--- src/hdl/skst_pkg.sv ---
package skst_pkg;

   // Table geometry. TABLE_SIZE must be a power of two: the slot is the low
   // bits of the hash.
   localparam int TABLE_SIZE  = 4096;
   localparam int SLOT_BITS   = $clog2(TABLE_SIZE);
   localparam int VALUE_BITS  = 32;
   localparam int TYPE_BITS   = 8;
   localparam int CHAR_BITS   = 7;
   localparam int KIND_BITS   = 2;
   localparam int STATUS_BITS = 2;
   localparam int WORD_BITS   = 32;
   localparam int INDEX_BITS  = 12;
   localparam int HASH_BITS   = 32;
   localparam int SHIFT_BITS  = 5;

   localparam logic [KIND_BITS-1:0] KIND_INSERT = 2'd0;
   localparam logic [KIND_BITS-1:0] KIND_LOOKUP = 2'd1;

   localparam logic [STATUS_BITS-1:0] STATUS_OK       = 2'd0;
   localparam logic [STATUS_BITS-1:0] STATUS_OCCUPIED = 2'd1;
   localparam logic [STATUS_BITS-1:0] STATUS_EMPTY    = 2'd2;
   localparam logic [STATUS_BITS-1:0] STATUS_MISMATCH = 2'd3;

   typedef struct packed {
      logic                  valid;
      logic [VALUE_BITS-1:0] value;
      logic [TYPE_BITS-1:0]  tag;
   } entry_type;

   localparam int ENTRY_BITS = 1 + VALUE_BITS + TYPE_BITS;

   typedef struct packed {
      logic [KIND_BITS-1:0] kind;
      logic [WORD_BITS-1:0] value;
      logic [TYPE_BITS-1:0] tag;
      logic [SLOT_BITS-1:0] slot;
   } op_type;

   typedef struct packed {
      logic                 en;
      logic [SLOT_BITS-1:0] addr;
      entry_type            data;
   } wr_type;

   typedef struct packed {
      logic [STATUS_BITS-1:0] status;
      logic [WORD_BITS-1:0]   found;
      logic                   write;
      entry_type              data;
   } result_type;

endpackage

--- src/hdl/skst_hash.sv ---
module skst_hash (
   input  logic                              clock,
   input  logic                              reset,
   input  logic                              step,
   input  logic [skst_pkg::CHAR_BITS-1:0]    key_char,
   input  logic                              key_last,
   output logic [skst_pkg::SLOT_BITS-1:0]    slot
);

   logic [skst_pkg::HASH_BITS-1:0] acc_ff;
   logic [skst_pkg::HASH_BITS-1:0] acc_in;
   logic [skst_pkg::HASH_BITS-1:0] hash_next;

   always_comb begin
      hash_next = acc_ff + (acc_ff << key_char[skst_pkg::SHIFT_BITS-1:0])
                  - skst_pkg::HASH_BITS'(key_char);
      acc_in = acc_ff;
      if (step) begin
         acc_in = key_last ? skst_pkg::HASH_BITS'(1) : hash_next;
      end
   end

   always_ff @(posedge clock) begin
      if (reset) begin
         acc_ff <= skst_pkg::HASH_BITS'(1);
      end else begin
         acc_ff <= acc_in;
      end
   end

   assign slot = hash_next[skst_pkg::SLOT_BITS-1:0];

endmodule

--- config.mk ---
export PLATFORM = sky130hd
export DESIGN_NAME = skst_hash
export DESIGN_NICKNAME = d
export VERILOG_FILES = /design/src/hdl/skst_pkg.sv /design/src/hdl/skst_hash.sv
export SDC_FILE = /design/constraint.sdc
export NUM_CORES = 1
export LEC_CHECK = 0
export BUFFER_PORTS_ARGS = -buffer_cell sky130_fd_sc_hd__clkbuf_2
export CAP_MARGIN = 10
export CORE_MARGIN = 4
export CORE_UTILIZATION = 55
export CTS_CLUSTER_DIAMETER = 30
export DETAILED_ROUTE_END_ITERATION = 10
export GPL_TIMING_DRIVEN = 1
export PLACE_DENSITY_LB_ADDON = 0.1
export SLEW_MARGIN = 25
export SYNTH_ARGS = -nofsm -noshare
export SYNTH_HDL_FRONTEND = slang
export SYNTH_SLANG_ARGS = --single-unit
--- constraint.sdc ---
create_clock -name clock -period 6 [get_ports clock]
set_input_delay 0.6 -clock clock [delete_from_list [all_inputs] [get_ports clock]]
set_output_delay 0.6 -clock clock [all_outputs]
set_load 0.02 [all_outputs]
# == After elaboration in Yosys (flattened, before gate mapping) ==
# Cells that the tools add are included.
# word_totals
out_inout_bits,12
latch_bits,0
reg_bits,32
romBits,0
word_cells,5
ram_bits,0
memories,0
# op_classes
add_sub_neg,2
n_bitwise,0
div,0
shifts,1
mux,1
eq_ne,0
reduce_logical,0
multipliers,0
magnitude_cmp,0
# ops
cell,n
32-bit adder,1
32-bit 2-to-1 mux,1
32-bit by 5-bit left shift with 32-bit output,1
32-bit by 7-bit subtractor with 32-bit output,1

# == Longest topological paths before layout ==
# logic_depth
depth_word,4
mapped_depth,16
ltp_nobuf,14

# == Worst setup path after synthesis ==
# OpenSTA, ideal clock, no wires.
# synth_path
path_kind,input -> output
start,input port key_char[0] (netlist bit)
end,output port slot[10] (netlist bit)
slack_ns,1.812
arrival_time_ns,3.588
required_ns,5.400
cell_stages,13
n_path_buf,2
cell_sequence,clkbuf_1 > clkbuf_1 > mux2i_1 > nor2_1 > nand2_1 > fa_1 > inv_1 > fa_1 > a21o_1 > a21oi_1 > o21ai_0 > a41oi_1 > xnor2_1
# synth_between
elab_chain_cells,3
# synth_rtl
element,line_no,text
start: declaration,skst_hash.sv:5,"input logic [skst_pkg::CHAR_BITS-1:0] key_char,"
32-bit by 5-bit left shift with 32-bit output,skst_hash.sv:15,hash_next = acc_ff + (acc_ff << key_char[skst_pkg::SHIFT_BITS-1:0])
32-bit adder,skst_hash.sv:15,
32-bit by 7-bit subtractor with 32-bit output *,skst_hash.sv:16,- skst_pkg::HASH_BITS'(key_char);
end: declaration,skst_hash.sv:7,output logic [skst_pkg::SLOT_BITS-1:0] slot
# Every way passes the cells marked *; elsewhere a longest branch is shown, timed or not.

# == Worst setup path in the final report ==
# Ends and elaborated chain as after synthesis.

==> flow_metrics.env <==
export IMPL_slew_viol_final=0
export IMPL_synth_mux_area_share_pct=15.82
export IMPL_syn_cell_area_um2=1684
export IMPL_cts_hold_buf=0
export IMPL_die_x_um=63.34
export IMPL_p_leak_uw=0.0008729
export IMPL_hold_path_class="flip-flop to flip-flop"
export IMPL_synth_edf_count=0
export IMPL_rows=19
export IMPL_syn_num_nets=242
export IMPL_drive_gt1_share_pct=15.11
export IMPL_combPwrFrac_pct=65.6
export IMPL_relSlewSlack_pct=58.54
export IMPL_seqPwrFrac_pct=22.6
export IMPL_ys_async_sr_fraction_pct=0
export IMPL_detail_route_wl_per_cell_um=15.79
export IMPL_cts_root_buffer="clkbuf_4"
export IMPL_period_needed_ps=4479
export IMPL_swShare_pct=48.38
export IMPL_cp_end_kind="primary output"
export IMPL_fin_nets=261
export IMPL_io_pins=23
export IMPL_htreeDepth=1
export IMPL_worst_slack_ps=1521
export IMPL_regMostFlops="acc_ff"
export IMPL_first_iter_violations=77
export IMPL_start_util_pct=59.53
export IMPL_powerDensity_nw_per_um2=239.5
export IMPL_routed_wl_um=4041
export IMPL_numCtsBuffers=3
export IMPL_max_stage_delay_ps=490
export IMPL_hpwl_um=3285
export IMPL_yosysTopAreaCell="dfxtp_1"
export IMPL_grt_ovfl_total=0
export IMPL_drc=0
export IMPL_largest_reg_flops=12
export IMPL_rsz0062_at_grt="false"
export IMPL_setup_tns_ps=0
export IMPL_gp_congestion=0.9183
export IMPL_cp_slowest_cell="nor3b_1"
export IMPL_status="completed"
export IMPL_cts_setup_buffers=0
export IMPL_synth_compound_area_share_pct=20.13
export IMPL_cts_max_path_buffers=2
export IMPL_die_h_um=63.34
export IMPL_grt_pass1_wl_um=7024
export IMPL_die_area_um2=4011
export IMPL_layout_worst_path_cycle_share_pct=74.66
export IMPL_cap_viol_max_count=0
export IMPL_synthAdderAreaFrac_pct=20.21
export IMPL_synth_top_family_by_area="adder cells"
export IMPL_hold_viol_final=0
export IMPL_synth_common_cells="inv_1 (33), nand2_1 (17), ha_1 (16)"
export IMPL_num_antenna_cells=0
export IMPL_clkPwrFrac_pct=11.9
export IMPL_ys_types=38
export IMPL_ant_nets=0
export IMPL_ys_warn_count=0
export IMPL_yosysSeqAreaShare_pct=14.26
export IMPL_cts_tree="built"
export IMPL_ys_ff_latch=12
export IMPL_cts_sinks=12
export IMPL_fmax_ghz=0.2232
export IMPL_core_area_um2=2829
export IMPL_crit_chain="clkbuf_2, nor3b_1, nand2_1, ha_1, inv_1, ha_1, fa_1, a21o_1, a21oi_1, o21ai_0, a41oi_1, xnor2_1, clkbuf_2"
export IMPL_syn_area_per_cell_um2=8.097
export IMPL_avgViaCountPerCell=6.176
export IMPL_fillers=262
export IMPL_ctsResizeCount=0
export IMPL_p_switching_uw=210.7
export IMPL_clkTransAtPathRegs_ps=80
export IMPL_yosysMostFrequentCell="inv_1"
export IMPL_synthFlopType="dfxtp_1"
export IMPL_synth_xor_area_share_pct=5.201
export IMPL_grt_pass1_vias=1505
export IMPL_critical_path_class="input pin to primary output"
export IMPL_pre_cts_ws_ps=1592
export IMPL_tightest_slew_ps=620.6
export IMPL_synth_top_area_share_pct=14.26
export IMPL_yosys_area_share_simple_pct=14.78
export IMPL_start_kind="input pin"
export IMPL_firstDrtPassIters=4
export IMPL_grt_max_degree=18
export IMPL_fin_skew_ps=2.150
export IMPL_crit_fanout=15
export IMPL_area_growth_pct=7.949
export IMPL_max_vdd_ir_drop_v=0.0001437
export IMPL_antenna_found_initial=0
export IMPL_io_buffers=22
export IMPL_syn_inst=208
export IMPL_insertion_delay_ps=280
export IMPL_track_usage_pct=21.75
export IMPL_report_final_setup_viol=0
export IMPL_intPower_uw=224.8
export IMPL_dr_total_vias=1581
export IMPL_critical_path_required_ps=5400
export IMPL_arrival_ps=3880
export IMPL_netlist_top_cells_area="dfxtp_1 (14%), ha_1 (12%), fa_1 (8.3%), inv_1 (7.4%), mux2i_1 (7.1%)"
export IMPL_reg_top3="acc_ff x12"
==> path summary, 6_finish.rpt <==
kind | startpoint | end | slack [ps] | depth (start not counted)
max reg2reg | acc_ff[0] | acc_ff[10] | 2520 | 12
min | acc_ff[9] | acc_ff[9] | 540 | 2
max | key_char[0] | slot[10] | 1520 | 13
min reg2reg | acc_ff[9] | acc_ff[9] | 540 | 2
==> placed cells by master, fill, tap and decap left out <==
| master | n |
|---|---|
| a2111oi_0 | 1 |
| xor2_1 | 2 |
| nand2b_1 | 9 |
| a2bb2oi_1 | 5 |
| and4_1 | 1 |
| nand2_1 | 17 |
| dfxtp_1 | 12 |
| o2111ai_1 | 1 |
| xnor2_1 | 8 |
| a211oi_1 | 1 |
| and3_1 | 1 |
| o21a_1 | 1 |
| o21bai_1 | 2 |
| nand3_1 | 1 |
| o22ai_1 | 6 |
| mux4_2 | 5 |
| nor3_1 | 4 |
| a21o_1 | 5 |
| or4b_1 | 1 |
| ha_1 | 16 |
| nor2_1 | 12 |
| mux2i_1 | 12 |
| clkbuf_2 | 22 |
| mux2_2 | 3 |
| clkbuf_4 | 3 |
| nand3b_1 | 1 |
| nor3b_1 | 1 |
| a41oi_1 | 1 |
| a22o_1 | 2 |
| o21ai_0 | 11 |
| fa_1 | 7 |
| o211ai_2 | 1 |
| nor2b_1 | 3 |
| o211ai_1 | 2 |
| inv_1 | 33 |
| a21oi_1 | 11 |
| a211o_1 | 1 |
==> area by class of cell <==
type / count / area, um2 / share of cell area [%]
clock buffer: 3 / 22.52 / 1.239
inverter: 33 / 123.9 / 6.814
multi-input combinational: 155 / 1282 / 70.54
sequential: 12 / 240.2 / 13.21
tap: 31 / 38.79 / 2.134
timing repair buffer: 22 / 110.1 / 6.056
==> power groups by stage <==
| stage | Clock, uW | Sequential [uW] | Combinational, uW |
|---|---|---|---|
| after floorplan | 0 | 95.8 | 215 |
| after global placement | 0 | 99.4 | 277 |
| after detailed placement | 0 | 99.7 | 284 |
| after CTS | 53.0 | 97.8 | 286 |
| after global routing | 57.9 | 99.3 | 318 |
| final | 51.7 | 98.3 | 285 |
==> worst max-delay path, delay by kind of cell <==
family | cells | cell delay, ps
adder cells (fa/ha/maj) | 3 | 920
XOR/XNOR | 1 | 180
buffers and inverters | 3 | 500
AND/OR/NAND/NOR | 2 | 610
AO/OA/AOI/OAI | 4 | 1070
==> through the flow <==
stage                     util (%)  hold WS (ps)  instances  cell area [um2]  power, uW
after detailed placement     63.47         521.5        253             1795      384.1
final                        64.26         537.2        256             1818      435.5
after global placement       63.47         514.9        253             1795      376.2
after CTS                    64.26         533.8        256             1818      437.1
after floorplan                  -         480.8        208             1684      310.6
after global routing         64.26         578.5        256             1818      475.6
==> per-layer routing <==
layer,global-route usage [%],share of wire [%]
met5,0,0
met4,5.121,1.8
met1,28.85,43
met2,35.20,48
met3,5.684,7.4
==> cell families after synthesis <==
group                      Yosys count
AOI/OAI and AO/OA                   51
and+or+nand+nor                     51
buffers and inverters               41
adders and majority gates           23
muxes                               20
DFF                                 12
xor gates and xnor gates            10
Power figures use the tool's default switching activity.
