File: src/hdl/skst_ram.sv
module skst_ram #(
   parameter int WIDTH = 8,
   parameter int DEPTH = 16
) (
   input  logic                     clock,
   input  logic                     wr_en,
   input  logic [$clog2(DEPTH)-1:0] wr_addr,
   input  logic [WIDTH-1:0]         wr_data,
   input  logic                     rd_en,
   input  logic [$clog2(DEPTH)-1:0] rd_addr,
   output logic [WIDTH-1:0]         rd_data
);

   logic [WIDTH-1:0] mem [DEPTH];
   logic [WIDTH-1:0] rd_data_ff;

   // read returns the old word on a same-address write
   always_ff @(posedge clock) begin
      if (wr_en) begin
         mem[wr_addr] <= wr_data;
      end
      if (rd_en) begin
         rd_data_ff <= mem[rd_addr];
      end
   end

   assign rd_data = rd_data_ff;

endmodule

File: config.mk
export PLATFORM = sky130hd
export DESIGN_NAME = skst_ram
export DESIGN_NICKNAME = d
export VERILOG_FILES = /design/src/hdl/skst_ram.sv
export SDC_FILE = /design/constraint.sdc
export NUM_CORES = 1
export LEC_CHECK = 0
export ABC_AREA = 1
export BUFFER_PORTS_ARGS = -buffer_cell sky130_fd_sc_hd__clkbuf_2
export CORE_MARGIN = 2
export CORE_UTILIZATION = 45
export CTS_BUF_LIST = sky130_fd_sc_hd__clkbuf_8
export DETAILED_ROUTE_END_ITERATION = 8
export GPL_ROUTABILITY_DRIVEN = 0
export GPL_TIMING_DRIVEN = 0
export REMOVE_ABC_BUFFERS = 1
export SLEW_MARGIN = 40
export SYNTH_ARGS = -nofsm -noshare
export SYNTH_HDL_FRONTEND = slang
export SYNTH_SLANG_ARGS = --single-unit
File: constraint.sdc
create_clock -name clock -period 1.9 [get_ports clock]
set_clock_uncertainty 0.1 [all_clocks]
set_input_delay 0.38 -clock clock [delete_from_list [all_inputs] [get_ports clock]]
set_output_delay 0.38 -clock clock [all_outputs]
set_load 0.05 [all_outputs]
=== Yosys cells after proc, flatten, opt, wreduce, memory -nomap -nowiden ===
Memories as Yosys holds them, arrays and structs flattened. A register that Yosys moved wholly into a read port is not among the register bits.
Cells that the tools add are included.

* Output and inout bits: 8
* Memories kept: 1
* RAM bits: 128
* Logic and storage cells: 3
* Input port bits: 19
* Register bits: 0

* Multiplexer cells: 2

{| class="wikitable"
|+ Memories
! name !! depth !! width !! rd ports !! clocked after memory_dff !! wr ports !! line !! source
|-
| mem || 16 || 8 || 1 || 1 || 1 || 14 || <nowiki>logic [WIDTH-1:0] mem [DEPTH];</nowiki>
|}

{| class="wikitable"
|+ Operators by type and width
! operator !! count
|-
| $mux W1 || 2
|}

=== Depth between registers and ports, before layout ===
Gate-level depths: netlist of run 1.

* Depth in word-level cells: 2
* Depth in mapped cells: 8
* Gate-level depth less buffers: 7

=== Worst setup path before layout of run 1 ===
OpenSTA, ideal clock, no wires.

* Kind: input -> register
* From: in wr_addr[2]
* To: mem mem[10][0], enable pin
* Path slack: 0.469 ns
* Arrival: 0.961 ns
* Buffers on the path: 0
* Stages: 2
* Data required time: 1.430 ns
* Library setup time: 0.370 ns
* Cell sequence: nand3b_1 -> nor2_1

{| class="wikitable"
|+ RTL lines
! element !! line !! source
|-
| from (decl) || 7 || <nowiki>input logic [$clog2(DEPTH)-1:0] wr_addr,</nowiki>
|-
| to (decl) || 14 ||
|}

Straight into the memory's write port.

==> results.md, run 1 <==
- Max-cap check violation count: 0
- ANT nets after route: 0
- Pint: 4.755 mW
- Root Driver: clkbuf_8
- Clk_lat worst skew: 420 ps
- Share of cells above drive strength 1: 10.09%
- Syn avg cell area: 10.61 µm²
- Nets: 591
- Synth top area share: 69.85%
- WP buf/inv: 2
- TritonCTS clock tree: done
- Most instantiated library cell after synthesis: nand2_1
- Worst R2R Start: mem[5][4]
- Register bit count reported by yosys: 136
- CP required: 1980 ps
- Area of the multi-input gates: 1219 µm²
- Crit-path cells: clkbuf_8, inv_6, nand2_1, nand3_1, nand3_1, nand3_1, nand2_1
- Most frequent cells after synthesis: 173 x nand2_1, 136 x edfxtp_1, 100 x inv_1
- Top cells by area, synth: edfxtp_1 70%, nand2_1 11%, nand3_1 8.3%, inv_1 6.4%, buf_6 1.2%
- Critical Path Start Type: input pin
- CP Max Fanout: 65
- DPL Wire Length: 7065 µm
- Deepest clock path buffer count: 2
- Hold path cells: 1
- Hold_sp: rd_en
- Worst r2r path cells: 6
- Die width: 118.0 µm
- Die ar.: 13,920 µm²
- CP arrival: 1800 ps
- Std-Cell Rows: 41
- Fmax: 581.5 MHz
- Global-route wire length before repair: 18,510 µm
- Register area: 4084 µm²
- CP delay by family, top: buffers and inverters
- Crit-path slowest cell: inv_6
- Leak: 2.736 nW
- Peak supply drop: 0.3768 mV
- Die span in y: 118.0 µm
- Final Cycle Share: 90.51%
- Status: completed
- DR WL/cell: 15.66 µm
- Initial antenna violation count: 0
- Worst slew pin tran: 769.8 ps
- Syn-to-layout area delta: 10.19%
- CP peak stage delay: 460 ps
- First-pass DRT Iterations: 5
- # DRC: 0
- Total negative setup slack: 0 ps
- FF-to-FF setup slack: 600 ps
- Reg clk slew, reported paths: 80 ps
- Final Critical Period: 1720 ps
- Flop pwr share: 54.9%
- Cells after DPL: 725
- Cells after Synth: 551
- Sequential-to-total area share from yosys stat: 69.85%
- GRT overflow: 0
- CTS resizes: 3
- Post-synth EDFFs: 136
- Hold_ws: 248.0 ps
- Fin. max-slew vios: 0
- Critical path capture point type: flip-flop
- Power density cells: 958.3 nW/µm²
- Netlist cell types: 11
- Fillers: 1,106
- TritonCTS buffer count: 17
- Clock power share: 38.1%
- Total track usage: 17.97%
- Final cell count without fillers: 757
- Ys Warns: 0
- Post-CTS Hold Buffers: 0
- Largest net degree at the start of global routing: 66
- Core Region: 12,670 µm²
- Starting Density: 46.14%
- Async SR Flop Fraction: 0%
- Worst setup path class: in -> reg
- Number of DRC markers in iteration 0: 382
- Post-layout util: 50.84%
- Vias per std cell: 4.797
- I/O pin total: 27
- Power share of the combinational group: 7.0%
- Relative slew slack: 48.49%
- Most Frequent Cell on Critical Path: nand3_1
- Hold EP: rd_data[4]
- CTS Sinks: 136
- Diodes inserted: 0
- Net Switching: 1.419 mW
- Leading area contributor after synthesis: edfxtp_1
- Total Power: 6.174 mW
- RSZ-0062 raised after global routing: false
- Drt total wl: 11,850 µm
- CTS H-Tree Depth: 4
- I/O Buffers: 26
- Vias: 3,631
- Final Hold Fails: 0
- Vias in the first global route: 3,367
- Hold Crit Class: in -> reg
- Reg-to-reg endpoint: rd_data[4]
- Final Setup Violations: 0
- Mapped Area: 5847 µm²
- Post-CTS setup buffer count: 0
- Sw Share: 22.98%
- Top_reg_cell synth: edfxtp_1
## metal layers
layer  wire [µm]  track usage (%)
met1        5459            24.51
met2        5653            28.31
met3         535            3.973
met4         204            6.777
met5           0                0
## layout make-up
class / instances / share of cell area [%]
multi-input combinational: 289 / 18.92
timing repair buffer: 26 / 2.195
clock buffer: 17 / 3.632
inverter: 102 / 6.021
clock inverter: 15 / 2.505
sequential: 136 / 63.39
tap: 172 / 3.340
## flip-flops by register name, indices dropped and copies added (netlist names)
signal / cells
mem: 128
rd_data: 8
## worst max path at each step
stage                     startpoint          to  slack (ps)  cells after the start
after detailed placement  rd_addr[0]  rd_data[6]        -680                      7
final                     rd_addr[0]  rd_data[3]         180                      7
after global placement    rd_addr[0]  rd_data[2]       -1500                      8
after floorplan           rd_addr[0]  rd_data[2]         300                      6
after CTS                 rd_addr[0]  rd_data[7]         220                      7
after global routing      rd_addr[0]  rd_data[6]          90                      7
## logic make-up (layout without fill, tap and decap cells)
group	after synthesis	count (layout)	synth area share [%]
DFF	136	136	69.85
and+or+nand+nor	289	289	20.76
buffers and inverters	126	160	9.394
## power groups by stage
stage          registers [mW]  clock network, mW  logic (mW)
6_report                 3.39               2.35       0.432
3_3_place_gp             3.46                  0       0.425
5_1_grt                  3.40               2.51       0.477
2_1_floorplan            3.51                  0       0.181
4_1_cts                  3.39               2.37       0.433
3_5_place_dp             3.46                  0       0.431
## cell usage in the layout (no fill, tap or decap), drive strengths merged
master | netlist | routed
clkinv | 0 | 8
inv | 102 | 103
clkinvlp | 0 | 3
edfxtp | 136 | 136
nand3 | 97 | 97
nor2 | 17 | 17
nand3b | 2 | 2
bufinv | 0 | 3
clkbuf | 0 | 43
nand2 | 173 | 173
## stage by stage
stage          instance area, µm²  setup WS (ps)
3_3_place_gp                 6026          -1496
5_1_grt                      6442          91.10
4_1_cts                      6437          216.8
3_5_place_dp                 6031         -679.6
6_report                     6442          180.3
2_1_floorplan                5680          299.4
## worst reg2reg max path: cells and delay by family, from the launching register on
kind	cells	cell delay, ps
and+or+nand+nor	5	540
buffers and inverters	1	60
DFF	1	360
Note: power is estimated with default switching activity, not from simulation.
==> run 2: changes to the inputs <==
- CORE_UTILIZATION: 45 -> 30
==> run 2 against run 1 <==
Net effect: utilization down 16 points; critical endpoint is now rd_data[0]; cell area up 3.0%; sequential power about the same.
==> results.md, run 2 (same netlist as run 1, synthesis figures left out) <==
- Share of cells above drive strength 1: 12.31%
- Power density cells: 969.3 nW/µm²
- Final Cycle Share: 93.59%
- Fillers: 1,933
- Vias: 3,646
- Relative slew slack: 45.83%
- Nets: 591
- RSZ-0062 raised after global routing: false
- CP peak stage delay: 420 ps
- Max FFs per register: 128
- TritonCTS buffer count: 17
- Final Hold Fails: 0
- First-pass DRT Iterations: 5
- Total track usage: 12.39%
- Total negative setup slack: 0 ps
- CTS Sinks: 136
- Met2 wire len: 6059 µm
- Met3 wire length: 678 µm
- Drt total wl: 12,140 µm
- DPL Wire Length: 7029 µm
- Leak: 2.758 nW
- Hold_sp: rd_en
- CP arrival: 1840 ps
- Deepest clock path buffer count: 2
- Status: completed
- Cells after DPL: 818
- Area of the multi-input gates: 1251 µm²
- Hold Crit Class: in -> reg
- GRT overflow: 0
- Reg clk slew, reported paths: 70 ps
- Total Power: 6.435 mW
- Die ar.: 20,620 µm²
- Die width: 143.6 µm
- Initial antenna violation count: 0
- Std-Cell Rows: 51
- Max-cap check violation count: 0
- I/O Buffers: 26
- Worst setup path class: in -> reg
- Vias per std cell: 4.289
- Post-CTS setup buffer count: 0
- I/O pin total: 27
- Vias in the first global route: 3,424
- Diodes inserted: 0
- Number of DRC markers in iteration 0: 317
- Crit-path cells: clkbuf_4, inv_2, nand3_1, nand3_1, nand3_1, nand2_1
- Register area: 4084 µm²
- Crit-path slowest cell: clkbuf_4
- Commonest cells after routing, fill and taps aside: 173 x nand2_1, 136 x edfxtp_1, 101 x inv_1, 97 x nand3_1, 24 x clkbuf_2
- Placement Cell Area: 6175 µm²
- Final cell count without fillers: 850
- Peak supply drop: 0.3861 mV
- Fmax: 562.3 MHz
- CP required: 1960 ps
- Hold_ws: 211.2 ps
- TritonCTS clock tree: done
- # DRC: 0
- Most Frequent Cell on Critical Path: nand3_1
- Worst setup path start: rd_addr[1]
- Core Region: 19,270 µm²
- Final Critical Period: 1778 ps
- ANT nets after route: 0
- Top layer in use: met4
- Largest net degree at the start of global routing: 66
- Global-route wire length before repair: 18,330 µm
- Critical Path Start Type: input pin
- Critical path capture point type: flip-flop
- Root Driver: clkbuf_8
- Die span in y: 143.6 µm
- Final non-filler cell area: 6639 µm²
- Most common cell after layout, fill and taps aside: nand2_1
- Worst slew pin tran: 809.6 ps
- DR WL/cell: 14.29 µm
- Wl on met1: 5149 µm
- Starting Density: 30.34%
- Final Setup Violations: 0
- Clk_lat worst skew: 440 ps
- Fin. max-slew vios: 0
- CP Max Fanout: 33
- Syn-to-layout area delta: 13.55%
- CTS H-Tree Depth: 4
- Most flops, register: mem
- Worst R2R Start: mem[5][0]
run 2: repair_timing:
action	CTS	global route
hold buffers	0	0
gates resized for setup	3	0
hold endpoints to repair	0	0
setup endpoints to repair	8	0
run 2: power by group:
group          leakage (nW)  switching [mW]  internal (mW)  total [mW]
Combinational          1.30           0.324          0.103       0.427
Clock                 0.222            1.07           1.54        2.62
Sequential             1.24          0.0157           3.38        3.39
run 2: final cells by class:
type | count | area share [%]
Inverter | 102 | 5.842
Clock buffer | 17 | 3.524
Clock inverter | 15 | 3.147
Timing Repair Buffer | 26 | 2.130
Tap cell | 265 | 4.994
Sequential cell | 136 | 61.52
Multi-Input combinational cell | 289 | 18.85
run 2: through the flow:
| step | setup slack, ps | utilization, % |
|---|---|---|
| CTS | 160.8 | 34.40 |
| finish | 121.7 | 34.45 |
| detailed placement | -659.8 | 32.04 |
| global placement | -1475 | 31.87 |
| floorplan | 299.4 | - |
| global route | 47.62 | 34.45 |
run 2: critical path: cells and delay by family:
family                 cells  cell delay, ps
and+or+nand+nor            4             600
buffers and inverters      2             840
run 2: worst paths after layout:
kind	to	slack, ps	cells past startpoint
worst max register to register	rd_data[0]	570	6
worst max-delay path	rd_data[0]	120	6
worst min-delay path	rd_data[5]	210	1
worst min register to register	rd_data[1]	640	6
run 2: routing by layer:
metal	vias to the layer above	track usage, %
li1	1820	-
met5	-	0
met2	110	21.18
met4	0	5.160
met1	1696	14.92
met3	20	3.099
==> run 3: changes to the inputs <==
- CELL_PAD_IN_SITES_DETAIL_PLACEMENT: default -> 1
- CELL_PAD_IN_SITES_GLOBAL_PLACEMENT: default -> 2
- PLACE_DENSITY_LB_ADDON: default -> 0.1
==> run 3 against run 2 <==
Net effect: critical path depth rose by 1; global-route usage up 3.9 points; final cell count did not move; maximum frequency is 2.7% higher; routed wire length grew 28%; via count increased by 3.4%; cell area shrank 1.0%; die area stayed put; worst setup slack better by 47 ps; critical path type unchanged.
==> results.md, run 3 (same netlist as run 1, synthesis figures left out) <==
- Status: completed
- Core Region: 19,270 µm²
- Max-cap check violation count: 0
- Relative slew slack: 48.01%
- ANT nets after route: 0
- Clk_lat worst skew: 450 ps
- Sw Share: 23.73%
- Post-CTS setup buffer count: 0
- Root Driver: clkbuf_8
- Power share of the combinational group: 7.5%
- Deepest clock path buffer count: 2
- Starting Density: 30.34%
- Most flops, register: mem
- Std-Cell Rows: 51
- Initial antenna violation count: 0
- Vias: 3,771
- Critical path capture point type: flip-flop
- CP required: 1990 ps
- Vias per std cell: 4.436
- Post-layout util: 34.11%
- Die width: 143.6 µm
- CP Max Fanout: 65
- CTS H-Tree Depth: 4
- Worst setup path class: in -> reg
- CTS Sinks: 136
- Area of the multi-input gates: 1244 µm²
- Fmax: 577.6 MHz
- Worst slack, placed: -528.2 ps
- Reg clk slew, reported paths: 80 ps
- Die span in y: 143.6 µm
- Hold Crit Class: in -> reg
- Share of cells above drive strength 1: 11.28%
- RSZ-0062 raised after global routing: false
- Final Setup Violations: 0
- Final Cycle Share: 91.12%
- Net Switching: 1.473 mW
- Worst slew pin tran: 776.9 ps
- Largest net degree at the start of global routing: 66
- Global-route wire length before repair: 23,560 µm
- DPL Wire Length: 8982 µm
- Final Critical Period: 1731 ps
- Nets: 591
- Most common cell after layout, fill and taps aside: nand2_1
- CP arrival: 1820 ps
- # DRC: 0
- DR WL/cell: 18.30 µm
- Final Hold Fails: 0
- Fin. max-slew vios: 0
- Critical Path Start Type: input pin
- Hold_ws: 191.2 ps
- First-pass DRT Iterations: 4
- Clock power share: 37.8%
- Total track usage: 16.30%
- Commonest cells after routing, fill and taps aside: 173 x nand2_1, 136 x edfxtp_1, 104 x inv_1, 97 x nand3_1, 24 x clkbuf_2
- Peak supply drop: 0.3997 mV
- Syn-to-layout area delta: 12.41%
- TritonCTS clock tree: done
- Fillers: 2,209
- Placement Cell Area: 6178 µm²
- TritonCTS buffer count: 17
- Vias in the first global route: 3,864
- Drt total wl: 15,550 µm
- I/O Buffers: 26
- Max FFs per register: 128
- Flop pwr share: 54.6%
- Register area: 4084 µm²
- Final worst setup slack: 168.6 ps
- Final non-filler cell area: 6573 µm²
- Pint: 4.735 mW
- GRT overflow: 0
- Number of DRC markers in iteration 0: 248
- Diodes inserted: 0
- Power density cells: 944.5 nW/µm²
- I/O pin total: 27
- Die ar.: 20,620 µm²
- Leak: 2.747 nW
- FF-to-FF setup slack: 550 ps
## run 3: worst max-delay path: stages
cell,delay (ps)
clkbuf_8,310
inv_8,430
nand2_1,90
nand3_1,90
nand3_1,130
nand3_1,180
nand2_1,110
## run 3: final cells by class
| cell class | count | area share, % |
|---|---|---|
| Multi-Input combinational cell | 289 | 18.92 |
| Sequential cell | 136 | 62.14 |
| Inverter | 102 | 5.978 |
| Clock inverter | 15 | 2.208 |
| Tap cell | 265 | 5.045 |
| Timing Repair Buffer | 26 | 2.151 |
| Clock buffer | 17 | 3.560 |
## run 3: routing by layer
layer  wire length, µm  vias up  GRT usage, %  part of all wire (%)
met3               531       14         3.399                   3.4
met4               206        0         5.573                   1.3
met2              7228       51         25.56                    46
li1                  -     1818             -                     -
met5                 0        -             0                     0
met1              7586     1888         22.52                    49
## run 3: final timing paths
| kind | startpoint | end | cells after the start |
|---|---|---|---|
| worst max-delay path | rd_addr[0] | rd_data[0] | 7 |
| worst min-delay path | rd_en | rd_data[6] | 1 |
| worst max register to register | mem[15][0] | rd_data[0] | 6 |
| worst min register to register | mem[8][5] | rd_data[5] | 6 |
## run 3: power by group through the flow
stage / clock network, mW / registers [mW] / logic, mW
floorplan: 0 / 3.51 / 0.181
global placement: 0 / 3.46 / 0.463
detailed placement: 0 / 3.46 / 0.476
CTS: 2.41 / 3.39 / 0.478
global route: 2.54 / 3.40 / 0.521
finish: 2.35 / 3.39 / 0.467
## run 3: repair_timing
action / CTS / global route
resized for setup: 1 / 1
hold buffers: 0 / 0
endpoints found under the setup margin: 2 / 3
## run 3: stage by stage
stage	setup TNS, ps	cells	power (mW)
global placement	-19910	818	3.920
floorplan	0	527	3.690
detailed placement	-6630	818	3.936
finish	0	850	6.208
CTS	0	850	6.282
global route	0	850	6.462
