==> src/hdl/skst_pkg.sv <==
package skst_pkg;

   // Table geometry. TABLE_SIZE must be a power of two: the slot is the low
   // bits of the hash.
   localparam int TABLE_SIZE  = 4096;
   localparam int SLOT_BITS   = $clog2(TABLE_SIZE);
   localparam int VALUE_BITS  = 32;
   localparam int TYPE_BITS   = 8;
   localparam int CHAR_BITS   = 7;
   localparam int KIND_BITS   = 2;
   localparam int STATUS_BITS = 2;
   localparam int WORD_BITS   = 32;
   localparam int INDEX_BITS  = 12;
   localparam int HASH_BITS   = 32;
   localparam int SHIFT_BITS  = 5;

   localparam logic [KIND_BITS-1:0] KIND_INSERT = 2'd0;
   localparam logic [KIND_BITS-1:0] KIND_LOOKUP = 2'd1;

   localparam logic [STATUS_BITS-1:0] STATUS_OK       = 2'd0;
   localparam logic [STATUS_BITS-1:0] STATUS_OCCUPIED = 2'd1;
   localparam logic [STATUS_BITS-1:0] STATUS_EMPTY    = 2'd2;
   localparam logic [STATUS_BITS-1:0] STATUS_MISMATCH = 2'd3;

   typedef struct packed {
      logic                  valid;
      logic [VALUE_BITS-1:0] value;
      logic [TYPE_BITS-1:0]  tag;
   } entry_type;

   localparam int ENTRY_BITS = 1 + VALUE_BITS + TYPE_BITS;

   typedef struct packed {
      logic [KIND_BITS-1:0] kind;
      logic [WORD_BITS-1:0] value;
      logic [TYPE_BITS-1:0] tag;
      logic [SLOT_BITS-1:0] slot;
   } op_type;

   typedef struct packed {
      logic                 en;
      logic [SLOT_BITS-1:0] addr;
      entry_type            data;
   } wr_type;

   typedef struct packed {
      logic [STATUS_BITS-1:0] status;
      logic [WORD_BITS-1:0]   found;
      logic                   write;
      entry_type              data;
   } result_type;

endpackage

==> src/hdl/skst_resolve.sv <==
module skst_resolve (
   input  logic                   clock,
   input  logic                   reset,
   input  skst_pkg::op_type       op,
   input  skst_pkg::entry_type    rd_entry,
   input  skst_pkg::wr_type       ram_wr,
   output skst_pkg::result_type   result
);

   // last word written to the RAM; covers a read that raced its write
   logic                           lw_valid_ff;
   logic [skst_pkg::SLOT_BITS-1:0] lw_addr_ff;
   skst_pkg::entry_type            lw_data_ff;
   skst_pkg::entry_type            entry;

   always_ff @(posedge clock) begin
      if (reset) begin
         lw_valid_ff <= 1'b0;
      end else if (ram_wr.en) begin
         lw_valid_ff <= 1'b1;
      end
      if (ram_wr.en) begin
         lw_addr_ff <= ram_wr.addr;
         lw_data_ff <= ram_wr.data;
      end
   end

   always_comb begin
      entry = rd_entry;
      if (lw_valid_ff && (lw_addr_ff == op.slot)) begin
         entry = lw_data_ff;
      end

      result.status     = skst_pkg::STATUS_OK;
      result.found      = '0;
      result.write      = 1'b0;
      result.data.valid = 1'b1;
      result.data.value = skst_pkg::VALUE_BITS'($signed(op.value));
      result.data.tag   = op.tag;

      case (op.kind)
         skst_pkg::KIND_INSERT: begin
            if (entry.valid) begin
               result.status = skst_pkg::STATUS_OCCUPIED;
            end else begin
               result.write = 1'b1;
            end
         end
         skst_pkg::KIND_LOOKUP: begin
            if (entry.valid) begin
               result.found = skst_pkg::WORD_BITS'($signed(entry.value));
            end else begin
               result.status = skst_pkg::STATUS_EMPTY;
               result.found  = {skst_pkg::WORD_BITS{1'b1}};
            end
         end
         default: begin
            // typed lookup; kind 3 lands here as well
            if (!entry.valid) begin
               result.status = skst_pkg::STATUS_EMPTY;
            end else if (entry.tag != op.tag) begin
               result.status = skst_pkg::STATUS_MISMATCH;
            end else begin
               result.found = skst_pkg::WORD_BITS'($signed(entry.value));
            end
         end
      endcase
   end

endmodule

==> config.mk <==
export PLATFORM = sky130hd
export DESIGN_NAME = skst_resolve
export DESIGN_NICKNAME = d
export VERILOG_FILES = /design/src/hdl/skst_pkg.sv /design/src/hdl/skst_resolve.sv
export SDC_FILE = /design/constraint.sdc
export NUM_CORES = 1
export LEC_CHECK = 0
export BUFFER_PORTS_ARGS = -buffer_cell sky130_fd_sc_hd__clkbuf_2
export CAP_MARGIN = 20
export CORE_UTILIZATION = 45
export CTS_BUF_LIST = sky130_fd_sc_hd__clkbuf_8 sky130_fd_sc_hd__clkbuf_16
export CTS_CLUSTER_SIZE = 30
export DETAILED_ROUTE_END_ITERATION = 10
export PLACE_DENSITY = 0.84
export SLEW_MARGIN = 20
export SYNTH_ARGS = -nofsm -noshare
export SYNTH_HDL_FRONTEND = slang
export SYNTH_SLANG_ARGS = --single-unit
==> constraint.sdc <==
create_clock -name clock -period 6.35 [get_ports clock]
set_input_delay 0.9525 -clock clock [delete_from_list [all_inputs] [get_ports clock]]
set_output_delay 0.9525 -clock clock [all_outputs]
set_load 0.03 [all_outputs]
* Yosys cells after proc, flatten, opt, wreduce, memory -nomap -nowiden
Cells that the tools add are included.
** Word-level totals
- Output and inout port bits :: 76
- Word-level logic and storage cells :: 22
- Register bits after elaboration :: 54
** Cells by class
- Muxes and demuxes :: 12
- Reductions and logical operators :: 2
- Eq/ne operators :: 3
** Operator list (count)
- $mux 32 :: 3
- $pmux 32 s2 :: 1
- $mux 41 :: 1
- $eq 12x12->1 :: 1
- $ne 8x8->1 :: 1
- $mux 2 :: 3
- $pmux 2 s2 :: 1
- $mux 1 :: 3
- $eq 2x1->1 const B :: 1
- $logic_not 2->1 :: 1
- $logic_and 1x1->1 :: 1

* Logic depth before layout (Yosys ltp)
Gate-level depths: netlist of run 1.
- Word-level depth :: 7
- Mapped depth :: 8

* Worst setup path before layout of run 1
Ideal clock, no wire load.
- Kind :: input-to-output
- Start point :: input op[2] (netlist name)
- End point :: output result[55] (netlist name)
- Setup slack :: 1.886 ns
- Data required time :: 5.398 ns
- Arrival time :: 3.512 ns
- Path buffers :: 0
- Cell stages on the path :: 7
- Cell sequence :: xnor2_1 > nand4_1 > nor4_4 > mux2_2 > a221oi_2 > a41oi_2 > a311oi_1
** RTL lines
- from (decl) :: line skst_resolve.sv:4 : input skst_pkg::op_type op,
- to (decl) :: line skst_resolve.sv:7 : output skst_pkg::result_type result

==> reports/metrics.cfg, run 1 <==
[status]
status=finished, final reports clean

[synth]
syn-num-nets=417
netlist_area_sq_mm=0.00328
netlist_instances=266
synth_cell_types=29
synthesis.area_per_instance_sq_um=12.3
synth_warnings=0
synth-seq-area-share_pct=49.1
synth.ff_latch_count=54

[sta]
fin_worst_skew_ns=0
final.period_utilization_pct=75.7
fmax_mhz=208
grt_setup_unrepaired=false
setup_tns_ns=0
finalMaxSlewViolations=0
hold_viol_final=0
min_period_ns=4.80
slew-limit-headroom_pct=55.3
worst_slew_pin_slew_ns=0.671
setup_violations=0

[min_path]
hold_class=flip-flop to flip-flop

[detailed_routing]
drc_errors=0
vias=2439
drtAntennaViolNets=0
wl_per_cell_um=16.8
drt-total-wl_mm=8.02
drtIter0Drc=101
first_pass_iters=6
viasPerCell=5.10

[cells_and_area]
nets=532
antenna_cells=0
syn2layout_area_growth_pct=21.2
drive_gt1_share_pct=54.5
final-instance-count-excl-fill=478

[worst_setup_path]
reg2reg_depth=2
crit_path_start_kind=primary input
setup.worst_path.start=op[7]
rrSetupSlack_ns=5.79
crit_type=primary input to output pin
crit_fanout=32
r2r_start=lw_valid_ff
critPathCapture=result[43]
crit-reg2reg-capture=lw_valid_ff
crit_required_ns=5.40
critPathArrivalTime_ns=3.85
end_kind=output pin

[placement]
dp_hpwl_mm=6.22
dp_cells=470
gp_congestion=0.855
portBuffers=161

[grt]
grt_usage_pct=20.4
grt_pass1_wl_mm=11.8
antenna_found_initial=0
grt_max_degree=55
grt_overflow=0
gr-usage-met1_pct=22.4
top_usage_layer=met2
grt_pass1_vias=2401
met3_usage_pct=4.17
use_met2_pct=36.6

[clock_network]
htreeDepth=2
cts_made_buffers=5
cts.reportedPaths.clkPinSlew_ns=0.09
cts-root-buf=clkbuf_8
ctsResizeCount=0
post_cts_buffers=0
cts_tree=built
clk_path_buf_depth=2
clk_latency_ns=0.29
clock-sinks=54
holdBufCountCts=0

[floorplan]
fp.coreArea_sq_mm=0.00691
die_area_sq_mm=0.00764
io_pins=227
fp.dieH_um=87.4
initial_core_util_pct=47.5
dieWidth_um=87.4
rows=30

[power_and_ir_drop]
leakage_uw=0.00172
ir_worst_vdd_uv=163
power.density_mw_per_mm2=209

[job]
maxCapViolCount=0

-- final cells by class --
cell class	instances	area, sq um
Clock buffer	6	82.6
Clock inverter	2	33.8
Fill cell	638	2930
Inverter	38	143
Multi-Input combinational cell	116	1140
Sequential cell	54	1610
Tap cell	96	120
Timing Repair Buffer	166	843
-- sequential cells by signal, indices dropped and copies added, names as in the netlist --
register / flops
lw_data_ff: 41
lw_addr_ff: 12
lw_valid_ff: 1
-- placed cells by master (no fill, tap or decap) --
cell type    n
a211oi_1     1
a21oi_1      2
a221oi_2     1
a22oi_1      1
a311oi_1     2
a311oi_2    30
a41oi_4      1
and2_1       1
buf_4        5
bufinv_16    1
clkbuf_2   161
clkbuf_8     6
conb_1       1
dfxtp_1      1
edfxtp_1    53
inv_1       39
mux2_1       1
mux2_2       2
mux2i_1      4
nand2_1      1
nand3_1      1
nand4_1      4
nor2_1       2
nor2b_1      1
nor3_1       3
nor3b_1     32
nor4_4       1
o22ai_1      4
xnor2_1     20
-- report_power, final --
part	switching [uW]	leakage (uW)	internal, uW
Sequential	9.42	0.000527	422
Clock	104	0.0000626	127
Combinational	98.4	0.00113	69.5
Total	212	0.00172	619
-- layer usage --
metal	vias up	routed length, um
met5	-	0
met4	0	388
met3	34	512
met2	112	4210
met1	1140	2900
li1	1153	-
-- worst min path at each step --
stage	start	end	slack (ns)	cells after the start
floorplan	lw_valid_ff	lw_valid_ff	0.44	2
global placement	lw_valid_ff	lw_valid_ff	0.46	2
detailed placement	lw_valid_ff	lw_valid_ff	0.47	2
CTS	lw_valid_ff	lw_valid_ff	0.49	2
global route	lw_valid_ff	lw_valid_ff	0.52	2
finish	lw_valid_ff	lw_valid_ff	0.49	2
-- cells in the mapped netlist (all sizes together) --
| cell | number | area (sq um) |
|---|---|---|
| nor2b | 1 | 6.26 |
| buf | 45 | 345 |
| xnor2 | 20 | 175 |
| a311oi | 32 | 468 |
| dfxtp | 1 | 20.0 |
| nand3 | 1 | 5.00 |
| a211oi | 1 | 7.51 |
| and2 | 1 | 6.26 |
| nor2 | 2 | 7.51 |
| nor3b | 32 | 240 |
| nor4 | 1 | 21.3 |
| nand4 | 4 | 25.0 |
| o22ai | 4 | 25.0 |
| edfxtp | 53 | 1590 |
| clkbuf | 13 | 48.8 |
| a221oi | 1 | 15.0 |
| a41oi | 1 | 16.3 |
| a21oi | 2 | 10.0 |
| mux2 | 3 | 33.8 |
| inv | 38 | 143 |
| mux2i | 4 | 40.0 |
| conb | 1 | 3.75 |
| a22oi | 1 | 7.51 |
| nand2 | 1 | 3.75 |
| nor3 | 3 | 15.0 |
-- kinds of logic after synthesis --
family | Yosys count | synth area share [%]
xor+xnor | 20 | 5.34
flops | 54 | 49.1
simple gates | 46 | 10.1
buf+inv | 96 | 16.4
other cells | 1 | 0.114
mux | 7 | 2.25
compound gates | 42 | 16.7
-- stage by stage --
| step | instance area [sq um] | hold slack [ns] | utilization [%] | setup slack (ns) | power, uW |
|---|---|---|---|---|---|
| 2_1_floorplan | 3280 | 0.438 | - | 1.89 | 578 |
| 3_3_place_gp | 3860 | 0.456 | 55.9 | 1.65 | 603 |
| 3_5_place_dp | 3860 | 0.469 | 55.9 | 1.57 | 609 |
| 4_1_cts | 3980 | 0.493 | 57.6 | 1.55 | 837 |
| 5_1_grt | 3980 | 0.518 | 57.6 | 1.37 | 863 |
| 6_report | 3980 | 0.491 | 57.6 | 1.55 | 830 |
-- critical path, cell delays in order --
cell	delay, ns
clkbuf_2	0.09
xnor2_1	0.17
nand3_1	0.15
nor4_4	0.53
buf_4	0.43
mux2i_1	0.14
a221oi_2	0.33
a41oi_4	0.14
buf_4	0.29
a311oi_2	0.34
clkbuf_2	0.25
(Power assumes the default switching activity.)
==> run 2: changes to the inputs <==
ABC_AREA = 1   (was not set)
CORE_UTILIZATION = 40   (was 45)
PLACE_DENSITY = 0.76   (was 0.84)
clock period = 4.3 ns   (was 6.35 ns; I/O delays follow)
==> run 2 against run 1 <==
Hold slack better by 0.0010 ns. Clock power up 31%. Non-clock buffer count down 1. Cell count up 43%. Die area up 28%. Combinational power up 51%. Via count up 39%. First-iteration DRC count up 59%. Global-route usage down 0.13 points. Critical path type unchanged. Critical endpoint is now result[53]. Largest cell class unchanged.
==> reports/metrics.cfg, run 2 <==
[status]
status=finished, final reports clean

[worst_setup_path]
worstPathCellList=clkbuf_2, inv_1, nand2_1, nand2_1, nor2_1, nand2_1, nor2_4, nand2_2, nand2_1, nand2_1, nand2_1, nand2_1, nor2_1, nand2_1, nor2_4, nand2_1, a21oi_1, clkbuf_2
rrSetupSlack_ns=3.71  ; -2.08 ns
critPathArrivalTime_ns=3.07  ; -0.78 ns
critPathTopFamily=simple AND/OR/NAND/NOR gates
crit_slowest_cell=nor2_4
setup.worst_path.start=op[11]
reg2reg_depth=2  ; unchanged
crit_required_ns=3.65  ; -1.75 ns
crit_path_start_kind=primary input
crit_fanout=33  ; +3.1%
crit_type=primary input to output pin
end_kind=output pin
crit-reg2reg-capture=lw_valid_ff
r2r_start=lw_valid_ff
path_common_cell=nand2_1
cp_num_buf_inv=3  ; -1
critical_path.max_stage_delay_ns=0.53  ; about the same

[detailed_routing]
drc_errors=0  ; unchanged
first_pass_iters=6  ; unchanged
vias=3391  ; +39%
drtAntennaViolNets=0  ; unchanged
wl_per_cell_um=14.5  ; -13%
drtIter0Drc=161  ; +59%
drt-total-wl_mm=9.96  ; +24%
viasPerCell=4.95  ; -3.0%

[synth]
synthesis.area_per_instance_sq_um=8.10  ; -34%
synth_cell_types=23  ; -21%
synth-edff-count=53  ; unchanged
netlist_instances=464  ; +74%
synth.ff_latch_count=54  ; unchanged
synthArstFlopShare_pct=0  ; unchanged
syn-num-nets=615  ; +47%
synth.top_cells.by_area=edfxtp_1, nand2_1, mux2i_1
synth-seq-area-share_pct=42.9  ; -6.2 points
synth_top_cell_by_area=edfxtp_1
synth_most_common_cell=nand2_1
netlist_area_sq_mm=0.00376  ; +14%
synth.top_cell.area_share_pct=42.4  ; -6.1 points
ys.flop_type=edfxtp_1
netlist_top_cells_count=nand2_1, inv_1, edfxtp_1
synth_warnings=0  ; unchanged

[min_path]
hold_depth=2  ; unchanged
min-delay-start=reset
hold_class=primary input to flip-flop
min_to=lw_valid_ff

[cells_and_area]
nFillCells=832  ; +30%
top_regs=lw_data_ff x41, lw_addr_ff x12, lw_valid_ff x1
largest_reg_flops=41  ; unchanged
final_util_pct=49.5  ; -8.1 points
multiInputGateArea_sq_mm=0.00143  ; +25%
syn2layout_area_growth_pct=17.2
final_common_cell=clkbuf_2
nets=726  ; +36%
top_register=lw_data_ff
ff_latch_area_sq_mm=0.00161  ; unchanged
layout_common_cells=clkbuf_2, nand2_1, inv_1
drive_gt1_share_pct=32.5  ; -22 points

[placement]
dp_hpwl_mm=7.90  ; +27%
gp_congestion=0.840  ; -1.8%
portBuffers=161  ; unchanged

[sta]
setup_tns_ns=0  ; unchanged
setup_violations=0  ; unchanged
min_period_ns=3.71
worst_slew_pin_slew_ns=0.811  ; +0.140 ns
grt_setup_unrepaired=false
finalMaxSlewViolations=0  ; unchanged
fin_worst_skew_ns=0  ; unchanged
fmax_mhz=269
slew-limit-headroom_pct=45.9  ; -9.3 points
hold_viol_final=0  ; unchanged
final.period_utilization_pct=86.4

[floorplan]
fp.dieH_um=98.9  ; +13%
initial_core_util_pct=42.2  ; -5.3 points
rows=34  ; +13%
io_pins=227  ; unchanged
fp.coreArea_sq_mm=0.00889  ; +29%
die_area_sq_mm=0.00978  ; +28%
dieWidth_um=98.9  ; +13%

[clock_network]
ctsResizeCount=0  ; unchanged
cts_made_buffers=5  ; unchanged
cts-root-buf=clkbuf_8
clock-sinks=54  ; unchanged
clk_path_buf_depth=2  ; unchanged
htreeDepth=2  ; unchanged
holdBufCountCts=0  ; unchanged
cts_tree=built
clk_latency_ns=0.29  ; about the same
post_cts_buffers=0  ; unchanged
cts.reportedPaths.clkPinSlew_ns=0.09  ; about the same

[grt]
grt_overflow=0  ; unchanged
grt_pass1_wl_mm=15.5  ; +31%
grt_usage_pct=20.3  ; -0.13 points
grt_max_degree=37  ; -33%
grt_pass1_vias=3320  ; +38%
antenna_found_initial=0  ; unchanged

[job]
maxCapViolCount=0  ; unchanged

[power_and_ir_drop]
power.density_mw_per_mm2=271  ; +30%
ir_worst_vdd_uv=145  ; -11%
leakage_uw=0.00258  ; +50%

[run 2: cell types whose count changed after synthesis, moves of 20 or more]
cell	previous run	this run
nand2_1	1	119
inv_1	38	72
a311oi_2	30	0
nand4_1	4	32
nand3_1	1	21
mux2i_1	4	31
nor3b_1	32	0
xnor2_1	20	0
o21ai_0	0	32
[run 2: worst max-delay path by stage]
stage               slack (ns)          to  depth (start not counted)
floorplan                 1.28  result[53]                         17
global placement          0.65  result[53]                         18
detailed placement        0.58  result[53]                         18
CTS                       0.57  result[53]                         18
global route              0.26  result[53]                         16
finish                    0.59  result[53]                         18
[run 2: kinds of logic after synthesis]
| kind of cell | share of synthesized area, % |
|---|---|
| other cells | 0.0998 |
| compound gates | 4.40 |
| buf+inv | 19.0 |
| flops | 42.9 |
| simple gates | 25.3 |
| mux | 8.26 |
[run 2: through the flow]
| step | setup slack (ns) | instance area [sq um] | std cells | power, uW | hold WS (ns) |
|---|---|---|---|---|---|
| floorplan | 1.28 | 3760 | 464 | 853 | 0.460 |
| global placement | 0.645 | 4300 | 676 | 895 | 0.499 |
| detailed placement | 0.577 | 4300 | 676 | 904 | 0.503 |
| CTS | 0.566 | 4400 | 684 | 1210 | 0.481 |
| global route | 0.265 | 4400 | 684 | 1260 | 0.470 |
| finish | 0.585 | 4400 | 685 | 1190 | 0.492 |
[run 2: cell type report]
cell class | count | area share (%)
Multi-Input combinational cell | 272 | 32.5
Antenna cell | 1 | 0.0568
Inverter | 77 | 6.56
Sequential cell | 54 | 36.6
Tap cell | 108 | 3.07
Clock inverter | 2 | 0.369
Timing Repair Buffer | 165 | 19.0
Clock buffer | 6 | 1.88
[run 2: layer usage]
| metal | track usage [%] | up-vias | routed length [um] |
|---|---|---|---|
| li1 | - | 1696 | - |
| met5 | 0 | - | 0 |
| met4 | 10.6 | 0 | 420 |
| met1 | 21.6 | 1524 | 3680 |
| met2 | 37.7 | 135 | 5110 |
| met3 | 4.11 | 36 | 758 |
[run 2: where the power goes]
| part | switching [uW] | internal (uW) |
|---|---|---|
| Sequential | 15.3 | 624 |
| Combinational | 162 | 91.4 |
| Clock | 169 | 133 |
| Total | 346 | 848 |
